## src/sv/pipt_pkg.sv

```systemverilog
// Shared types and constants for the pending interest probe table.
package pipt_pkg;

   // Field widths of the item and result ports
   localparam int CMD_W   = 1;
   localparam int FP_W    = 32;
   localparam int FACE_W  = 4;
   localparam int STAT_W  = 2;
   localparam int SLOT_W  = 4;

   // Defaults for the top-level parameters
   localparam int SLOTS_DEF      = 16;
   localparam int FACE_COUNT_DEF = 4;

   // Home-slot reduction per key: a multiply in two halves, then the remainder
   localparam int MOD_STEPS     = 3;
   localparam int STEP_W        = $clog2(MOD_STEPS);

   // Depth of the queue between front and back
   localparam int QUEUE_DEPTH = 2;

   typedef enum logic [CMD_W-1:0] {
      CMD_INSERT = 1'b0,
      CMD_CHECK  = 1'b1
   } cmd_type;

   typedef enum logic [STAT_W-1:0] {
      ST_INSERTED = 2'd0,
      ST_BAD_FACE = 2'd1,
      ST_FULL     = 2'd2,
      ST_CHECKED  = 2'd3
   } status_type;

   typedef enum logic [1:0] {
      FR_IDLE,
      FR_MOD,
      FR_PUSH
   } front_state_type;

   typedef enum logic [1:0] {
      BK_CLEAR,
      BK_IDLE,
      BK_PROBE
   } back_state_type;

   // Classified item handed from front to back (home slot travels beside it)
   typedef struct packed {
      cmd_type           command;
      logic [FP_W-1:0]   fingerprint;
      logic [FACE_W-1:0] face;
      logic              bad_face;
   } item_type;

   localparam int ITEM_W = $bits(item_type);

endpackage

```

## src/sv/pipt_front.sv

```systemverilog
// Front end: accepts items, flags bad faces and reduces the key to its home slot.
module pipt_front #(
   parameter int SLOTS      = pipt_pkg::SLOTS_DEF,
   parameter int FACE_COUNT = pipt_pkg::FACE_COUNT_DEF
) (
   input  logic                           clock,
   input  logic                           reset,
   input  logic                           req_valid,
   output logic                           req_ready,
   input  logic [pipt_pkg::CMD_W-1:0]     req_command,
   input  logic [pipt_pkg::FP_W-1:0]      req_fingerprint,
   input  logic [pipt_pkg::FACE_W-1:0]    req_face,
   output logic                           push_valid,
   input  logic                           push_ready,
   output pipt_pkg::item_type             push_item,
   output logic [$clog2(SLOTS)-1:0]       push_home
);
   import pipt_pkg::*;

   localparam int IDX_W  = $clog2(SLOTS);
   localparam int LO_W   = 16;
   localparam int RCP_W  = FP_W + 1;
   localparam int HI_W   = RCP_W - LO_W;
   localparam int PROD_W = FP_W + RCP_W;
   localparam int QUO_W  = PROD_W - FP_W - IDX_W;
   // Reciprocal of SLOTS rounded up; its product with any 32-bit key,
   // shifted down by 32 + IDX_W, is the exact quotient
   localparam logic [63:0] RCP_WIDE = ((64'd1 << (FP_W + IDX_W)) / 64'(SLOTS)) + 64'd1;
   localparam logic [HI_W-1:0] RCP_HI = RCP_WIDE[RCP_W-1:LO_W];
   localparam logic [LO_W-1:0] RCP_LO = RCP_WIDE[LO_W-1:0];
   localparam logic [FP_W-1:0] SLOTS_FP = FP_W'(SLOTS);
   localparam logic [FACE_W:0] FACES_EXT = (FACE_W+1)'(FACE_COUNT);

   front_state_type   state_ff, state_in;
   item_type          item_ff, item_in;
   logic [PROD_W-1:0] prod_ff, prod_in;
   logic [IDX_W-1:0]  rem_ff, rem_in;
   logic [STEP_W-1:0] step_ff, step_in;
   logic [PROD_W-1:0] key_wide;
   logic [PROD_W-1:0] part_hi;
   logic [PROD_W-1:0] part_lo;
   logic [QUO_W-1:0]  quot;
   logic [FP_W-1:0]   rem_wide;
   logic              accept;
   logic              last_step;

   assign accept    = req_valid && req_ready;
   assign last_step = (step_ff == STEP_W'(MOD_STEPS - 1));

   // Key times reciprocal, split into a 32x17 and a 32x16 constant product
   assign key_wide = PROD_W'(item_ff.fingerprint);
   assign part_hi  = key_wide * PROD_W'(RCP_HI);
   assign part_lo  = key_wide * PROD_W'(RCP_LO);
   // Quotient from the top product bits; the remainder is what it leaves over
   assign quot     = prod_ff[PROD_W-1:FP_W+IDX_W];
   assign rem_wide = item_ff.fingerprint - FP_W'(quot) * SLOTS_FP;

   always_comb begin
      state_in = state_ff;
      unique case (state_ff)
         FR_IDLE: begin
            if (req_valid) begin
               state_in = FR_MOD;
            end
         end
         FR_MOD: begin
            if (last_step) begin
               state_in = FR_PUSH;
            end
         end
         FR_PUSH: begin
            if (push_ready) begin
               state_in = FR_IDLE;
            end
         end
         default: state_in = FR_IDLE;
      endcase
   end

   always_comb begin
      req_ready  = 1'b0;
      push_valid = 1'b0;
      item_in    = item_ff;
      prod_in    = prod_ff;
      rem_in     = rem_ff;
      step_in    = step_ff;
      unique case (state_ff)
         FR_IDLE: begin
            req_ready = 1'b1;
            if (accept) begin
               item_in.command     = cmd_type'(req_command);
               item_in.fingerprint = req_fingerprint;
               item_in.face        = req_face;
               item_in.bad_face    = ({1'b0, req_face} >= FACES_EXT);
               step_in             = '0;
            end
         end
         FR_MOD: begin
            step_in = step_ff + STEP_W'(1);
            if (step_ff == STEP_W'(0)) begin
               // High half of the reciprocal product
               prod_in = part_hi;
            end else if (step_ff == STEP_W'(1)) begin
               // Shift it up and add the low half
               prod_in = (prod_ff << LO_W) + part_lo;
            end else begin
               rem_in = rem_wide[IDX_W-1:0];
            end
         end
         FR_PUSH: begin
            push_valid = 1'b1;
         end
         default: begin
         end
      endcase
   end

   assign push_item = item_ff;
   assign push_home = rem_ff;

   always_ff @(posedge clock) begin
      if (reset) begin
         state_ff <= FR_IDLE;
      end else begin
         state_ff <= state_in;
      end
      item_ff  <= item_in;
      prod_ff  <= prod_in;
      rem_ff   <= rem_in;
      step_ff  <= step_in;
   end

`ifndef SYNTHESIS
   a_home_in_range: assert property (@(posedge clock) disable iff (reset)
      push_valid |-> (int'(push_home) < SLOTS))
      else $error("home slot out of range");
`endif

endmodule

```

## src/sv/pipt_queue.sv

```systemverilog
// Short FIFO that decouples the front end from the probe engine.
module pipt_queue #(
   parameter int DATA_W = pipt_pkg::ITEM_W + $clog2(pipt_pkg::SLOTS_DEF)
) (
   input  logic              clock,
   input  logic              reset,
   input  logic              push_valid,
   output logic              push_ready,
   input  logic [DATA_W-1:0] push_data,
   output logic              pop_valid,
   input  logic              pop_ready,
   output logic [DATA_W-1:0] pop_data
);
   import pipt_pkg::*;

   localparam int PTR_W = $clog2(QUEUE_DEPTH);
   localparam int CNT_W = $clog2(QUEUE_DEPTH + 1);

   logic [DATA_W-1:0] entry_ff [QUEUE_DEPTH];
   logic [PTR_W-1:0]  wr_ptr_ff, wr_ptr_in;
   logic [PTR_W-1:0]  rd_ptr_ff, rd_ptr_in;
   logic [CNT_W-1:0]  count_ff, count_in;
   logic              do_push;
   logic              do_pop;

   assign push_ready = (count_ff != CNT_W'(QUEUE_DEPTH));
   assign pop_valid  = (count_ff != '0);
   assign pop_data   = entry_ff[rd_ptr_ff];
   assign do_push    = push_valid && push_ready;
   assign do_pop     = pop_valid && pop_ready;

   always_comb begin
      wr_ptr_in = wr_ptr_ff;
      rd_ptr_in = rd_ptr_ff;
      count_in  = count_ff;
      if (do_push) begin
         wr_ptr_in = (wr_ptr_ff == PTR_W'(QUEUE_DEPTH - 1)) ? '0 : wr_ptr_ff + PTR_W'(1);
      end
      if (do_pop) begin
         rd_ptr_in = (rd_ptr_ff == PTR_W'(QUEUE_DEPTH - 1)) ? '0 : rd_ptr_ff + PTR_W'(1);
      end
      if (do_push && !do_pop) begin
         count_in = count_ff + CNT_W'(1);
      end else if (do_pop && !do_push) begin
         count_in = count_ff - CNT_W'(1);
      end
   end

   always_ff @(posedge clock) begin
      if (reset) begin
         wr_ptr_ff <= '0;
         rd_ptr_ff <= '0;
         count_ff  <= '0;
      end else begin
         wr_ptr_ff <= wr_ptr_in;
         rd_ptr_ff <= rd_ptr_in;
         count_ff  <= count_in;
      end
      if (do_push) begin
         entry_ff[wr_ptr_ff] <= push_data;
      end
   end

`ifndef SYNTHESIS
   a_count_bound: assert property (@(posedge clock) disable iff (reset)
      (count_ff == CNT_W'(QUEUE_DEPTH)) |=> !(count_ff == '0 && !$past(do_pop)))
      else $error("queue lost an entry without a pop");
`endif

endmodule

```

## src/sv/pipt_back.sv

```systemverilog
// Probe engine: table memories, linear probe walk and the result register.
module pipt_back #(
   parameter int SLOTS      = pipt_pkg::SLOTS_DEF,
   parameter int FACE_COUNT = pipt_pkg::FACE_COUNT_DEF
) (
   input  logic                          clock,
   input  logic                          reset,
   input  logic                          pop_valid,
   output logic                          pop_ready,
   input  pipt_pkg::item_type            pop_item,
   input  logic [$clog2(SLOTS)-1:0]      pop_home,
   output logic                          rsp_valid,
   input  logic                          rsp_ready,
   output logic [pipt_pkg::STAT_W-1:0]   rsp_status,
   output logic [pipt_pkg::SLOT_W-1:0]   rsp_slot,
   output logic                          rsp_found,
   output logic                          rsp_requested
);
   import pipt_pkg::*;

   localparam int IDX_W = $clog2(SLOTS);
   localparam logic [IDX_W-1:0] LAST_IDX = IDX_W'(SLOTS - 1);

   // Table: keys need no clearing; occupied mark and face vector are swept
   logic [FP_W-1:0]       key_store_ff [SLOTS];
   logic [FACE_COUNT:0]   stat_store_ff [SLOTS];
   logic [FP_W-1:0]       key_rd_ff;
   logic [FACE_COUNT:0]   stat_rd_ff;

   back_state_type        state_ff, state_in;
   item_type              item_ff, item_in;
   logic [IDX_W-1:0]      idx_ff, idx_in;
   logic [IDX_W-1:0]      count_ff, count_in;
   logic [IDX_W-1:0]      clr_addr_ff, clr_addr_in;
   logic                  rsp_valid_ff, rsp_valid_in;
   status_type            rsp_status_ff, rsp_status_in;
   logic [SLOT_W-1:0]     rsp_slot_ff, rsp_slot_in;
   logic                  rsp_found_ff, rsp_found_in;
   logic                  rsp_req_ff, rsp_req_in;

   logic [IDX_W-1:0]      rd_addr;
   logic [IDX_W-1:0]      idx_next;
   logic                  stat_we;
   logic [IDX_W-1:0]      stat_wa;
   logic [FACE_COUNT:0]   stat_wd;
   logic                  ins_we;
   logic                  rsp_load;
   logic                  rsp_free;
   logic                  pop;
   logic                  probe_done;
   logic                  slot_occ;
   logic [FACE_COUNT-1:0] slot_faces;
   logic [FACE_COUNT-1:0] face_mask;
   logic                  key_hit;
   logic                  last_probe;
   logic                  clr_last;

   assign rsp_free   = !rsp_valid_ff || rsp_ready;
   assign slot_occ   = stat_rd_ff[FACE_COUNT];
   assign slot_faces = stat_rd_ff[FACE_COUNT-1:0];
   assign face_mask  = FACE_COUNT'(1) << item_ff.face;
   assign key_hit    = (key_rd_ff == item_ff.fingerprint);
   assign last_probe = (count_ff == LAST_IDX);
   assign idx_next   = (idx_ff == LAST_IDX) ? '0 : idx_ff + IDX_W'(1);
   assign clr_last   = (clr_addr_ff == LAST_IDX);

   // A probe ends on an empty slot, on a key hit (check only) or after a full wrap
   always_comb begin
      probe_done = 1'b0;
      if (!slot_occ || last_probe) begin
         probe_done = 1'b1;
      end else if (item_ff.command == CMD_CHECK && key_hit) begin
         probe_done = 1'b1;
      end
   end

   always_comb begin
      state_in = state_ff;
      unique case (state_ff)
         BK_CLEAR: begin
            if (clr_last) begin
               state_in = BK_IDLE;
            end
         end
         BK_IDLE: begin
            if (pop && !pop_item.bad_face) begin
               state_in = BK_PROBE;
            end
         end
         BK_PROBE: begin
            if (probe_done) begin
               state_in = BK_IDLE;
            end
         end
         default: state_in = BK_CLEAR;
      endcase
   end

   always_comb begin
      pop_ready     = 1'b0;
      rd_addr       = idx_ff;
      ins_we        = 1'b0;
      stat_we       = 1'b0;
      stat_wa       = idx_ff;
      stat_wd       = {1'b1, slot_faces | face_mask};
      rsp_load      = 1'b0;
      rsp_status_in = rsp_status_ff;
      rsp_slot_in   = rsp_slot_ff;
      rsp_found_in  = rsp_found_ff;
      rsp_req_in    = rsp_req_ff;
      item_in       = item_ff;
      idx_in        = idx_ff;
      count_in      = count_ff;
      clr_addr_in   = clr_addr_ff;
      unique case (state_ff)
         BK_CLEAR: begin
            stat_we     = 1'b1;
            stat_wa     = clr_addr_ff;
            stat_wd     = '0;
            clr_addr_in = clr_addr_ff + IDX_W'(1);
         end
         BK_IDLE: begin
            pop_ready = rsp_free;
            if (pop) begin
               item_in  = pop_item;
               idx_in   = pop_home;
               count_in = '0;
               rd_addr  = pop_home;
               if (pop_item.bad_face) begin
                  rsp_load      = 1'b1;
                  rsp_status_in = ST_BAD_FACE;
                  rsp_slot_in   = '0;
                  rsp_found_in  = 1'b0;
                  rsp_req_in    = 1'b0;
               end
            end
         end
         BK_PROBE: begin
            if (probe_done) begin
               rsp_load     = 1'b1;
               rsp_slot_in  = '0;
               rsp_found_in = 1'b0;
               rsp_req_in   = 1'b0;
               if (item_ff.command == CMD_INSERT) begin
                  if (!slot_occ) begin
                     ins_we        = 1'b1;
                     stat_we       = 1'b1;
                     rsp_status_in = ST_INSERTED;
                     rsp_slot_in   = SLOT_W'(idx_ff);
                  end else begin
                     rsp_status_in = ST_FULL;
                  end
               end else begin
                  rsp_status_in = ST_CHECKED;
                  if (slot_occ && key_hit) begin
                     rsp_slot_in  = SLOT_W'(idx_ff);
                     rsp_found_in = 1'b1;
                     rsp_req_in   = |(slot_faces & face_mask);
                  end
               end
            end else begin
               // Advance to the next slot and start its read now
               idx_in   = idx_next;
               count_in = count_ff + IDX_W'(1);
               rd_addr  = idx_next;
            end
         end
         default: begin
         end
      endcase
   end

   assign pop = pop_valid && pop_ready;

   always_comb begin
      rsp_valid_in = rsp_valid_ff;
      if (rsp_load) begin
         rsp_valid_in = 1'b1;
      end else if (rsp_ready) begin
         rsp_valid_in = 1'b0;
      end
   end

   always_ff @(posedge clock) begin
      if (ins_we) begin
         key_store_ff[idx_ff] <= item_ff.fingerprint;
      end
      key_rd_ff <= key_store_ff[rd_addr];
   end

   always_ff @(posedge clock) begin
      if (stat_we) begin
         stat_store_ff[stat_wa] <= stat_wd;
      end
      stat_rd_ff <= stat_store_ff[rd_addr];
   end

   always_ff @(posedge clock) begin
      if (reset) begin
         state_ff     <= BK_CLEAR;
         clr_addr_ff  <= '0;
         rsp_valid_ff <= 1'b0;
      end else begin
         state_ff     <= state_in;
         clr_addr_ff  <= clr_addr_in;
         rsp_valid_ff <= rsp_valid_in;
      end
      item_ff       <= item_in;
      idx_ff        <= idx_in;
      count_ff      <= count_in;
      rsp_status_ff <= rsp_status_in;
      rsp_slot_ff   <= rsp_slot_in;
      rsp_found_ff  <= rsp_found_in;
      rsp_req_ff    <= rsp_req_in;
   end

   assign rsp_valid     = rsp_valid_ff;
   assign rsp_status    = rsp_status_ff;
   assign rsp_slot      = rsp_slot_ff;
   assign rsp_found     = rsp_found_ff;
   assign rsp_requested = rsp_req_ff;

`ifndef SYNTHESIS
   a_no_pop_in_clear: assert property (@(posedge clock) disable iff (reset)
      (state_ff == BK_CLEAR) |-> !pop)
      else $error("item popped during table clear");

   a_rsp_not_overwritten: assert property (@(posedge clock) disable iff (reset)
      rsp_load |-> rsp_free)
      else $error("result register overwritten before taken");

   a_insert_into_empty: assert property (@(posedge clock) disable iff (reset)
      ins_we |-> (state_ff == BK_PROBE && !slot_occ && item_ff.command == CMD_INSERT))
      else $error("insert into an occupied slot");

   a_probe_advances: assert property (@(posedge clock) disable iff (reset)
      (state_ff == BK_PROBE && !probe_done) |=> (count_ff == $past(count_ff) + IDX_W'(1)))
      else $error("probe counter did not advance");
`endif

endmodule

```

## src/sv/pending_interest_probe_table.sv

```systemverilog
// Top level of the pending interest probe table.
//
// Open-addressed table of SLOTS entries, each a 32-bit fingerprint, a vector of
// FACE_COUNT requesting-face bits and an occupied mark. An insert (command 0)
// claims the first empty slot from the home slot (fingerprint mod SLOTS) onward,
// wrapping around, stores the key and sets the face bit; a duplicate fingerprint
// takes a new slot. A check (command 1) walks the same path until an empty slot,
// a matching key or a full wrap, and reports whether the match has the face bit.
// Status: 0 inserted, 1 face out of range, 2 table full, 3 check answered; slot is
// 0 when nothing was written or matched. Every item gives exactly one result.
// Flow: after reset the table clears the occupied marks and face vectors of
// every slot; items are buffered but not processed during that sweep. The
// front end takes an item, finds its home slot (a reciprocal multiply of the key
// in two halves, then the remainder) and hands it into a 2-entry queue; it takes
// no new item until that one is handed on. The probe engine reads one slot per
// cycle from the table memory and visits 1 to SLOTS slots per item, starting the
// next item only once the probe ends. A face out of range skips the probe. The
// result sits in an output register; the engine starts the next item only once
// that register is free or being taken, while the front end and queue keep
// accepting until the queue is full.
module pending_interest_probe_table #(
   parameter int SLOTS      = pipt_pkg::SLOTS_DEF,
   parameter int FACE_COUNT = pipt_pkg::FACE_COUNT_DEF
) (
   input  logic                          clock,
   input  logic                          reset,
   input  logic                          req_valid,
   output logic                          req_ready,
   input  logic [pipt_pkg::CMD_W-1:0]    req_command,
   input  logic [pipt_pkg::FP_W-1:0]     req_fingerprint,
   input  logic [pipt_pkg::FACE_W-1:0]   req_face,
   output logic                          rsp_valid,
   input  logic                          rsp_ready,
   output logic [pipt_pkg::STAT_W-1:0]   rsp_status,
   output logic [pipt_pkg::SLOT_W-1:0]   rsp_slot,
   output logic                          rsp_found,
   output logic                          rsp_requested
);
   import pipt_pkg::*;

   localparam int IDX_W = $clog2(SLOTS);
   localparam int Q_W   = ITEM_W + IDX_W;

   // Front to queue
   logic             fq_valid;
   logic             fq_ready;
   item_type         fq_item;
   logic [IDX_W-1:0] fq_home;

   // Queue to back
   logic             qb_valid;
   logic             qb_ready;
   logic [Q_W-1:0]   qb_data;
   item_type         qb_item;
   logic [IDX_W-1:0] qb_home;

   // Classify the item and find its home slot
   pipt_front #(
      .SLOTS      (SLOTS),
      .FACE_COUNT (FACE_COUNT)
   ) u_front (
      .clock           (clock),
      .reset           (reset),
      .req_valid       (req_valid),
      .req_ready       (req_ready),
      .req_command     (req_command),
      .req_fingerprint (req_fingerprint),
      .req_face        (req_face),
      .push_valid      (fq_valid),
      .push_ready      (fq_ready),
      .push_item       (fq_item),
      .push_home       (fq_home)
   );

   // Hold classified items so the front keeps accepting during long probes
   pipt_queue #(
      .DATA_W (Q_W)
   ) u_queue (
      .clock      (clock),
      .reset      (reset),
      .push_valid (fq_valid),
      .push_ready (fq_ready),
      .push_data  ({fq_item, fq_home}),
      .pop_valid  (qb_valid),
      .pop_ready  (qb_ready),
      .pop_data   (qb_data)
   );

   assign qb_item = item_type'(qb_data[Q_W-1:IDX_W]);
   assign qb_home = qb_data[IDX_W-1:0];

   // Walk the table and drive the result register
   pipt_back #(
      .SLOTS      (SLOTS),
      .FACE_COUNT (FACE_COUNT)
   ) u_back (
      .clock         (clock),
      .reset         (reset),
      .pop_valid     (qb_valid),
      .pop_ready     (qb_ready),
      .pop_item      (qb_item),
      .pop_home      (qb_home),
      .rsp_valid     (rsp_valid),
      .rsp_ready     (rsp_ready),
      .rsp_status    (rsp_status),
      .rsp_slot      (rsp_slot),
      .rsp_found     (rsp_found),
      .rsp_requested (rsp_requested)
   );

endmodule

```

## config.mk

```make
export PLATFORM = sky130hd
export DESIGN_NAME = pending_interest_probe_table
export DESIGN_NICKNAME = d
export VERILOG_FILES = /design/src/sv/pipt_pkg.sv /design/src/sv/pipt_front.sv /design/src/sv/pipt_queue.sv /design/src/sv/pipt_back.sv /design/src/sv/pending_interest_probe_table.sv
export SDC_FILE = /design/constraint.sdc
export NUM_CORES = 1
export LEC_CHECK = 0
export BUFFER_PORTS_ARGS = -buffer_cell sky130_fd_sc_hd__buf_4
export CAP_MARGIN = 25
export CELL_PAD_IN_SITES_DETAIL_PLACEMENT = 0
export CELL_PAD_IN_SITES_GLOBAL_PLACEMENT = 2
export CORE_ASPECT_RATIO = 0.7
export CORE_MARGIN = 4
export CORE_UTILIZATION = 46
export DETAILED_ROUTE_END_ITERATION = 16
export PLACE_DENSITY = 0.83
export SLEW_MARGIN = 20
export SYNTH_ARGS = -nofsm -noshare
export SYNTH_HDL_FRONTEND = slang
export SYNTH_SLANG_ARGS = --single-unit
```

## constraint.sdc

```tcl
create_clock -name clock -period 5.2 [get_ports clock]
set_input_delay 0.78 -clock clock [delete_from_list [all_inputs] [get_ports clock]]
set_output_delay 0.78 -clock clock [all_outputs]
set_load 0.1 [all_outputs]
```

======== Yosys cells after proc, flatten, opt, wreduce, memory -nomap -nowiden ========
Memory sizes are Yosys's and may differ from the RTL's. A register that Yosys moved wholly into a read port is not among the register bits.
Index checks and enable logic that the tools add are counted.
operators by class
  $lt $le $gt $ge ......................... 1
  equality and inequality tests ........... 21
  shifts and indexed selects .............. 1
  mux-type cells .......................... 70
  bitwise operators ....................... 4
  add/subtract/negate cells ............... 9
  div/mod/pow operators ................... 0
  multipliers ............................. 0
  reduce and logical (&&, ||, !) cells .... 32
operators with widths
  operator                                                            count
  2-to-1 mux 4 bit                                                    12
  equality test 32 bit                                                1
  2-to-1 mux 1 bit                                                    32
  2-to-1 mux 2 bit                                                    14
  one-hot mux 4 bit (2 select lines)                                  3
  inequality test 2 x 1 -> 1 bit (second input constant)              7
  adder 4 x 1 -> 4 bit (second input constant)                        3
  equality test 4 bit (second input constant)                         3
  one-hot mux 2 bit (3 select lines)                                  2
  AND reduction 3 bit                                                 4
  nonzero test 2 bit                                                  5
  logical AND 1 bit                                                   8
  inequality test 2 bit (second input constant)                       4
  one-hot mux 1 bit (2 select lines)                                  4
  one-hot mux 2 bit (2 select lines)                                  2
  equality test 2 x 1 -> 1 bit (second input constant)                3
  equality test 2 bit (second input constant)                         3
  zero test 2 bit                                                     3
  AND reduction 2 bit                                                 3
  zero test 1 bit                                                     5
  2-to-1 mux 5 bit                                                    1
  adder 2 x 1 -> 2 bit (second input constant)                        2
  AND 4 bit                                                           1
  greater-or-equal comparator 4 x 3 -> 1 bit (second input constant)  1
  9 further kinds                                                     12
word-level totals
  memories kept ........................... 3
  bits in writable memories ............... 676
  bits of input ports ..................... 41
  bits in read-only memories .............. 0
  word-level logic and storage cells ...... 163
  bits in latches ......................... 0
  bits in registers ....................... 110
memories
  memory                words  width  rd ports  clocked after Yosys merged registers in  write ports  RTL line          RTL
  u_back.key_store_ff   16     32     1         1                                        1            pipt_back.sv:25   logic [FP_W-1:0] key_store_ff [SLOTS];
  u_queue.entry_ff      2      42     1         1                                        1            pipt_queue.sv:19  logic [DATA_W-1:0] entry_ff [QUEUE_DEPTH];
  u_back.stat_store_ff  16     5      1         1                                        1            pipt_back.sv:26   logic [FACE_COUNT:0] stat_store_ff [SLOTS];

======== Logic depth before layout (Yosys ltp) ========
Gate-level depths: netlist of run 1.
  depth in word-level cells ............... 8
  depth in mapped cells ................... 16
  gate-level depth less buffers ........... 12

======== Modules after synthesis ========
From an unflattened synthesis of run 1, not the netlist that was laid out.
second synthesis, totals
  cells, all modules ...................... 1,941
  area, all modules ....................... 32,203.4 µm²
by module, submodules not included
  module      times used  cells each  area an instance (µm²)
  pipt_back   1           1,718       27,450.1
  pipt_queue  1           155         3,243.1
  pipt_front  1           68          1,510.2

======== Worst setup path before layout of run 1 ========
OpenSTA, ideal clock, no wires.
  path kind ............................... register -> register
  start point ............................. register u_back.rsp_valid_ff, in the netlist u_back.rsp_valid
  end point ............................... register u_back.key_rd_ff[10], read port of u_back.key_store_ff
  data arrival time ....................... 4.379 ns
  clock period less this slack ............ 4.513 ns
  required time ........................... 5.066 ns
  path slack .............................. 0.687 ns
  setup time .............................. 0.134 ns
  stages on the path, launching flop included .. 15
  path through ............................ dfxtp_1 nor2b_1 nor2_1 inv_1 o2bb2ai_1 o21ai_1 and2_1 buf_2 inv_2 buf_4 buf_4 buf_4 nand3_1 a22oi_1 o211ai_1
between the ends
  cells in the longest elaborated chain, start to end .. 6
ends and longest elaborated chain
  what                                RTL line          RTL
  from (decl)                         pipt_back.sv:35   logic rsp_valid_ff, rsp_valid_in;
  from (signal assigned)              pipt_back.sv:206  rsp_valid_ff <= rsp_valid_in;
  zero test 1 bit                     pipt_back.sv:58   assign rsp_free = !rsp_valid_ff || rsp_ready;
  logical OR 1 bit                    pipt_back.sv:58
  2-to-1 mux 1 bit                    pipt_back.sv:115  unique case (state_ff)
  logical AND 1 bit                   pipt_back.sv:173  assign pop = pop_valid && pop_ready;
  2-to-1 mux 4 bit                    pipt_back.sv:124  if (pop) begin
  one-hot mux 4 bit (2 select lines)  pipt_back.sv:115
  to (decl)                           pipt_back.sv:27   logic [FP_W-1:0] key_rd_ff;
Every way passes these cells.
A chain may end at the register's enable or synchronous reset.

======== Final worst setup path of run 1 ========
  start point ............................. register u_back.item_ff[17] (netlist bit)
  end point ............................... register u_back.stat_rd_ff[3], read port of u_back.stat_store_ff
between the ends
  cells in the longest elaborated chain, start to end .. 6
ends and longest elaborated chain
  what                                RTL line          RTL
  from (decl)                         pipt_back.sv:31   item_type item_ff, item_in;
  from (signal assigned)              pipt_back.sv:208  item_ff <= item_in;
  equality test 32 bit                pipt_back.sv:62   assign key_hit = (key_rd_ff == item_ff.fingerprint);
  logical AND 1 bit                   pipt_back.sv:72   end else if (item_ff.command == CMD_CHECK && key_hit) begin
  2-to-1 mux 1 bit                    pipt_back.sv:72
  2-to-1 mux 1 bit                    pipt_back.sv:70   if (!slot_occ || last_probe) begin
  2-to-1 mux 4 bit                    pipt_back.sv:139  if (probe_done) begin
  one-hot mux 4 bit (2 select lines)  pipt_back.sv:115
  to (decl)                           pipt_back.sv:28   logic [FACE_COUNT:0] stat_rd_ff;
Every way passes these cells.

==> impl_metrics.toml, run 1 <==
[timing]
final-max-slew-violation-count = 0
worst_pin_slew_ns = 1.063
rsz0062_at_grt = "false"
clock-skew-final_ns = 0.03739
finalHoldViolCount = 0
finalCritPeriodShare = 0.9013
slew_headroom = 0.2915
fin_hold_ws_ns = 0.3022
period_needed_ns = 4.687
worst_slack_ns = 0.5131
fmax_mhz = 213.4
setup_viol = 0
tns_ns = 0

[drt]
dr.pass1.iters = 6
ant_nets = 0
route.detailed.drc = 0
wl_per_cell_um = 26.26
vias = 19674
viasPerCell = 6.137
drt-initial-drc-count = 2505
wl_um = 84190

[worst_setup_path]
start_kind = "register"
cp-end-kind = "register"
r2r_slack_ns = 0.51
crit_slowest_cell = "and2_4"
crit_type = "register to register"
crit_arrival_ns = 5.19
slowest_delay_ns = 0.70
worst-path-buf-inv = 1
crit_fanout = 44
r2r_start = "u_back.item_ff[17]$_DFFE_PP_"
path_cells = "xnor2_1, and4_1, nand4_1, o21a_1, o21ai_1, and2_4, inv_4, a221oi_1, a311oi_1, or4_1"
r2r_cells = 10
r2r-end = "u_back.stat_rd_ff[3]$_DFF_P_"
cp_num_cells = 10
cp.required_ns = 5.71
cpLargestDelayFamily = "simple AND/OR/NAND/NOR gates"

[logic_synthesis]
synth_xor_area_frac = 0.01108
synth_cell_types = 61
async_reset_ff_frac = 0
muxShareOfSynthArea = 0.01552
synth_seq_cells = 824
synth_compound_gate_area_share = 0.1155
syn_area_um2 = 32410
synth_top_family_by_area = "compound AO/OA/AOI/OAI gates"
synth_ff_type = "edfxtp_1"
synth_edf_count = 769
avgSynthCellArea_um2 = 14.69
yosys.area_share.simple = 0.08025
synth-seq-area-share = 0.7464
ys_warn_count = 0
synth_fa_ha_area_frac = 0.005404
netlist_instances = 2206
synth_nets = 2261

[pwr]
internal_power_mw = 11.85
power_leakage_nw = 11.79
ir_drop_uv = 282.3
p_seq_frac = 0.451
power_density_nw_per_um2 = 459.3
finalPower_mw = 16.79
power.share.clock = 0.350
swShare = 0.2945
p_sw_mw = 4.945
combPwrFrac = 0.199

[placed_design]
hpwl_um = 46510
gp_congestion = 0.8311
port_buffers = 50
dp_cells = 3055
place_worst_setup_slack_ns = 0.6755

[die]
rows = 81
die_w_um = 325.3
core_um2 = 69830
start_util = 0.4642
num_io_pins = 51
die_h_um = 230.1
die_area_um2 = 74840

[layout]
nNetsFinal = 2282
fillCellCount = 5615
layout-drive-gt1-share = 0.1387
regArea_um2 = 24190
multi_input_area_um2 = 7455
syn_to_final_growth_pct = 12.79
final_cells = 3206
diodes = 0

[min_path]
hold_depth = 1
hold_path.class = "primary input to register"
min_from = "req_fingerprint[13]"
hold_path_end = "u_front.push_item[18]$_DFFE_PP_"

[global_route]
grt_pass1_vias = 19043
grt_start_max_net_pins = 145
grt_usage = 0.2217
antenna_found_initial = 2
grt_pass1_wl_um = 125800
grt-ovfl-total = 0

[clock_network]
numClockSinks = 824
cts.path.max_buffers = 3
post-cts-setup-buffers = 0
cts_tree = "built"
holdBufCountCts = 0
clk_latency_ns = 0.65
root_buffer = "clkbuf_16"
clk_pin_slew_worst_paths_ns = 0.07
htreeDepth = 3
numCtsBuffers = 80
ctsResizeCount = 0

[flow_run]
maxCapViolCount = 0

[run_status]
status = "complete, no violations"
worst max path at each step:
stage / startpoint / endpoint / slack (ns)
2_1_floorplan: u_back.rsp_valid$_SDFFE_PP0P_ / u_back.key_rd_ff[10]$_DFF_P_ / 0.69
3_3_place_gp: u_back.item_ff[17]$_DFFE_PP_ / u_back.key_rd_ff[4]$_DFF_P_ / 0.81
3_5_place_dp: u_back.item_ff[17]$_DFFE_PP_ / u_back.stat_rd_ff[3]$_DFF_P_ / 0.68
4_1_cts: u_back.item_ff[17]$_DFFE_PP_ / u_back.stat_rd_ff[3]$_DFF_P_ / 0.61
5_1_grt: u_back.item_ff[17]$_DFFE_PP_ / u_back.stat_rd_ff[3]$_DFF_P_ / 0.35
6_report: u_back.item_ff[17]$_DFFE_PP_ / u_back.stat_rd_ff[3]$_DFF_P_ / 0.51
cell usage in the layout, fill, tap and decap left out, drive strengths merged, types with 4 or more instances in the layout:
| master | instances |
|---|---|
| edfxtp | 769 |
| bufinv | 8 |
| a22o | 36 |
| a211oi | 43 |
| xnor2 | 23 |
| and2 | 28 |
| and3 | 41 |
| buf | 112 |
| nand4 | 8 |
| a31oi | 9 |
| inv | 18 |
| or3 | 5 |
| clkinv | 40 |
| dfxtp | 55 |
| a211o | 36 |
| nor3 | 7 |
| o21ai | 150 |
| a311oi | 73 |
| ha | 14 |
| mux2 | 40 |
| clkbuf | 99 |
| a22oi | 37 |
| nand2b | 4 |
| nand3 | 225 |
| nor2 | 55 |
| nor2b | 6 |
| nand2 | 133 |
| a21oi | 122 |
| xor2 | 18 |
| nor4 | 9 |
| o211ai | 36 |
per-stage QoR:
stage / instance area (um2) / util
floorplan: 32410 / -
global placement: 33800 / 0.4840
detailed placement: 33830 / 0.4845
CTS: 36510 / 0.5228
global route: 36560 / 0.5236
finish: 36560 / 0.5236
sequential cells by signal (all words and copies together), names as in the netlist, 2 cells and up, named ones only:
register	cells
u_back.state_ff	2
u_front.push_item	38
u_queue.count_ff	2
u_back.idx_ff	4
u_back.key_store_ff	512
u_back.stat_rd_ff	5
u_front.state_ff	2
u_back.item_ff	37
u_back.rsp_slot	4
u_back.stat_store_ff	80
u_front.push_home	4
u_back.key_rd_ff	32
u_back.count_ff	4
u_queue.entry_ff	84
u_back.rsp_status	2
u_front.step_ff	2
u_back.clr_addr_ff	4
area by class of cell:
class                   instances  share of cell area
clock buffers                  99             0.05839
clock inverters                49             0.01489
well taps                     913             0.03125
inverters                      17            0.001882
repair buffers                112             0.02789
multi-input cells            1192              0.2039
flip-flops and latches        824              0.6618
per-layer routing:
metal  track usage  wire length, um  vias to the layer above
met5             0                0                        -
met1        0.3380            38210                    10052
met3       0.03921             6730                      119
met4       0.05248             1682                        0
li1              -                -                     8670
met2        0.3329            37570                      833
power by group through the flow:
stage          clock, mW  combinational [mW]  sequential, mW
5_1_grt             6.27                3.61            7.59
3_5_place_dp           0                3.29            7.71
3_3_place_gp           0                3.25            7.71
2_1_floorplan          0                2.28            7.62
6_report            5.88                3.34            7.57
4_1_cts             5.98                3.31            7.57
cells by family (layout without fill, tap and decap cells):
family / after synthesis / in the layout
muxes: 44 / 44
and+or+nand+nor: 533 / 533
DFF: 824 / 824
buffers and inverters: 190 / 277
xor gates and xnor gates: 41 / 41
adders and majority gates: 14 / 14
AOI/OAI and AO/OA: 560 / 560
Yosys cell counts, drive strengths merged, types with 37 or more instances:
cell	number	area [um2]
buf	75	407.9
a211oi	43	322.8
a21oi	122	610.6
o21ai	150	754.5
and3	41	256.5
edfxtp	769	23090
nor2	55	214.0
nand2	133	501.7
nand3	225	1126
mux2	40	450.4
dfxtp	55	1101
clkbuf	98	367.9
a22oi	37	277.8
a311oi	73	639.4
(Power assumes the default switching activity.)
==> inputs of run 2 (changes only) <==
- ABC_AREA: unset -> 1
- PLACE_DENSITY: 0.83 -> 0.88
- clock period: 5.2 -> 5.6 ns (I/O delays scaled with it)
==> run 2 against run 1 <==
Count of clock-buffer cells in the layout rose by 12. Clock power fell by 13%. Hold slack improved by 0.080 ns. Critical path depth rose by 7. Critical path type unchanged. Cell area rose by 4.0%. Synthesized cell count rose by 39%. Utilization fell by 0.49 points. Via count rose by 12%. Flip-flop and latch count did not move. Sequential power fell by 0.8%.
==> impl_metrics.toml, run 2 <==
[layout]
fin_util = 0.5187
largestRegisters = "u_back.key_store_ff x512, u_queue.entry_ff x84, u_back.stat_store_ff x80"
layout-drive-gt1-share = 0.07646
layout_common_cells = "nand2_1, edfxtp_1, nand3_1"
syn_to_final_growth_pct = 11.63
final_cells = 4130
nNetsFinal = 3142
final_common_cell = "nand2_1"
largest_reg_flops = 512
top_register = "u_back.key_store_ff"

[die]
num_io_pins = 51
core_um2 = 73320
die_h_um = 235.7
start_util = 0.4646
die_w_um = 333.3
die_area_um2 = 78550
rows = 83

[timing]
fmax_mhz = 217.9
clock-skew-final_ns = 0.02534
finalHoldViolCount = 0
period_needed_ns = 4.589
fin_hold_ws_ns = 0.3818
final-max-slew-violation-count = 0
setup_viol = 0
slew_headroom = 0.2959
finalCritPeriodShare = 0.8194
tns_ns = 0
worst_pin_slew_ns = 1.056
rsz0062_at_grt = "false"

[pwr]
power_density_nw_per_um2 = 617.4
power_leakage_nw = 15.15
ir_drop_uv = 912.5

[placed_design]
gp_congestion = 0.8073
dp_cells = 3984
port_buffers = 50
hpwl_um = 46800

[worst_setup_path]
cp-end-kind = "register"
start_kind = "register"
slowest_delay_ns = 0.62
crit_path_frequent_cell = "nand2_1"
cp.required_ns = 6.11
crit_arrival_ns = 5.10
path_cells = "xnor2_1, nand2_1, nor2_1, nand2_1, nor2_1, nand3_2, nand2_2, nand2_2, nand2_2, nand2_8, nand2_8, buf_4, nand2_1, nand3_1, nand3_1, nand3_1, nand2_1"
crit_fanout = 86
r2r_start = "u_back.item_ff[12]$_DFFE_PP_"
crit_slowest_cell = "edfxtp_1"
startpoint = "u_back.item_ff[12]$_DFFE_PP_"
crit_type = "register to register"

[drt]
wl_um = 87320
drt-initial-drc-count = 2513
ant_nets = 0
wl_per_cell_um = 21.14
viasPerCell = 5.343
vias = 22067
dr.pass1.iters = 8
route.detailed.drc = 0

[logic_synthesis]
synth_seq_cells = 824
ys_warn_count = 0
synth-seq-area-share = 0.7102
synth_edf_count = 769
yosysTopAreaCell = "edfxtp_1"
synthDominantCellAreaShare = 0.6779
netlist_instances = 3067
synth_nets = 3122
syn_area_um2 = 34070
synth_top_cells_by_count = "nand2_1, edfxtp_1, nand3_1"
async_reset_ff_frac = 0
synth_cell_types = 34
synth_ff_type = "edfxtp_1"
yosysMostFrequentCell = "nand2_1"
yosys-top-cells-area = "edfxtp_1, nand3_1, nand2_1"
avgSynthCellArea_um2 = 11.11

[clock_network]
numCtsBuffers = 78
clk_pin_slew_worst_paths_ns = 0.06
htreeDepth = 3
cts.path.max_buffers = 3
numClockSinks = 824
root_buffer = "clkbuf_16"
clk_latency_ns = 0.64
cts_tree = "built"
post-cts-setup-buffers = 0
holdBufCountCts = 0
ctsResizeCount = 0

[global_route]
grt_start_max_net_pins = 188
grt_pass1_vias = 20692
grt_usage = 0.2196
grt_pass1_wl_um = 131300
grt-ovfl-total = 0
antenna_found_initial = 3

[min_path]
min_from = "req_fingerprint[12]"
hold_path.class = "primary input to register"

[flow_run]
maxCapViolCount = 0

[run_status]
status = "complete, no violations"
[run 2: cell count changes after synthesis, sizes merged, moves of 73 or more]
cell	change
nand2	+711
nand3	+457
inv	+356
o21ai	-141
a21oi	-100
clkbuf	-76
a311oi	-73
[run 2: worst paths after layout]
kind,to,slack [ns],cells after the start
worst min-delay path,u_front.push_item[17]$_DFFE_PP_,0.38,1
worst max-delay path,u_back.key_rd_ff[5]$_DFF_P_,1.01,17
worst max register to register,u_back.key_rd_ff[5]$_DFF_P_,1.01,17
worst min register to register,u_queue.entry_ff[0][8]$_DFFE_PP_,0.45,0
[run 2: critical path, delay by kind of cell, from the launching register on]
family,cells,cell delay [ns]
AND/OR/NAND/NOR,15,2.71
buffers and inverters,1,0.49
XOR/XNOR,1,0.52
flip-flops,1,0.62
[run 2: cells by family (layout without fill, tap and decap cells)]
| group | Yosys count | count (layout) | share of synthesized area |
|---|---|---|---|
| AOI/OAI and AO/OA | 49 | 49 | 0.008411 |
| xor gates and xnor gates | 17 | 17 | 0.004371 |
| adders and majority gates | 14 | 14 | 0.005142 |
| buffers and inverters | 538 | 623 | 0.06541 |
| DFF | 824 | 824 | 0.7102 |
| other | 0 | 1 | 0 |
| and+or+nand+nor | 1625 | 1625 | 0.2065 |
[run 2: metrics by stage]
step,cell area [um2],setup WS [ns],total power [mW]
final,38030,1.011,23.48
after global routing,38030,0.7255,25.05
after CTS,38030,0.9804,23.53
after detailed placement,35590,1.032,18.44
after global placement,35460,1.024,18.35
after floorplan,34070,1.828,15.43
[run 2: where the power goes]
part	switching, mW	total [mW]	internal (mW)
logic	7.77	10.9	3.10
clock network	2.26	5.10	2.84
registers	0.231	7.51	7.28
[run 2: metal layers]
| layer | track usage | wire, um | part of all wire | vias to the layer above |
|---|---|---|---|---|
| li1 | - | - | - | 10371 |
| met1 | 0.3303 | 39800 | 0.46 | 10731 |
| met2 | 0.3243 | 37990 | 0.44 | 833 |
| met3 | 0.05259 | 7760 | 0.089 | 132 |
| met4 | 0.05053 | 1773 | 0.020 | 0 |
| met5 | 0 | 0 | 0 | - |
[run 2: cell type report]
class	instances	area, um2
clock buffers	111	2201
clock inverters	34	235.2
multi-input cells	1705	7814
well taps	977	1222
flip-flops and latches	824	24190
diodes	1	2.502
fillers	6394	35290
repair buffers	102	945.9
inverters	376	1414
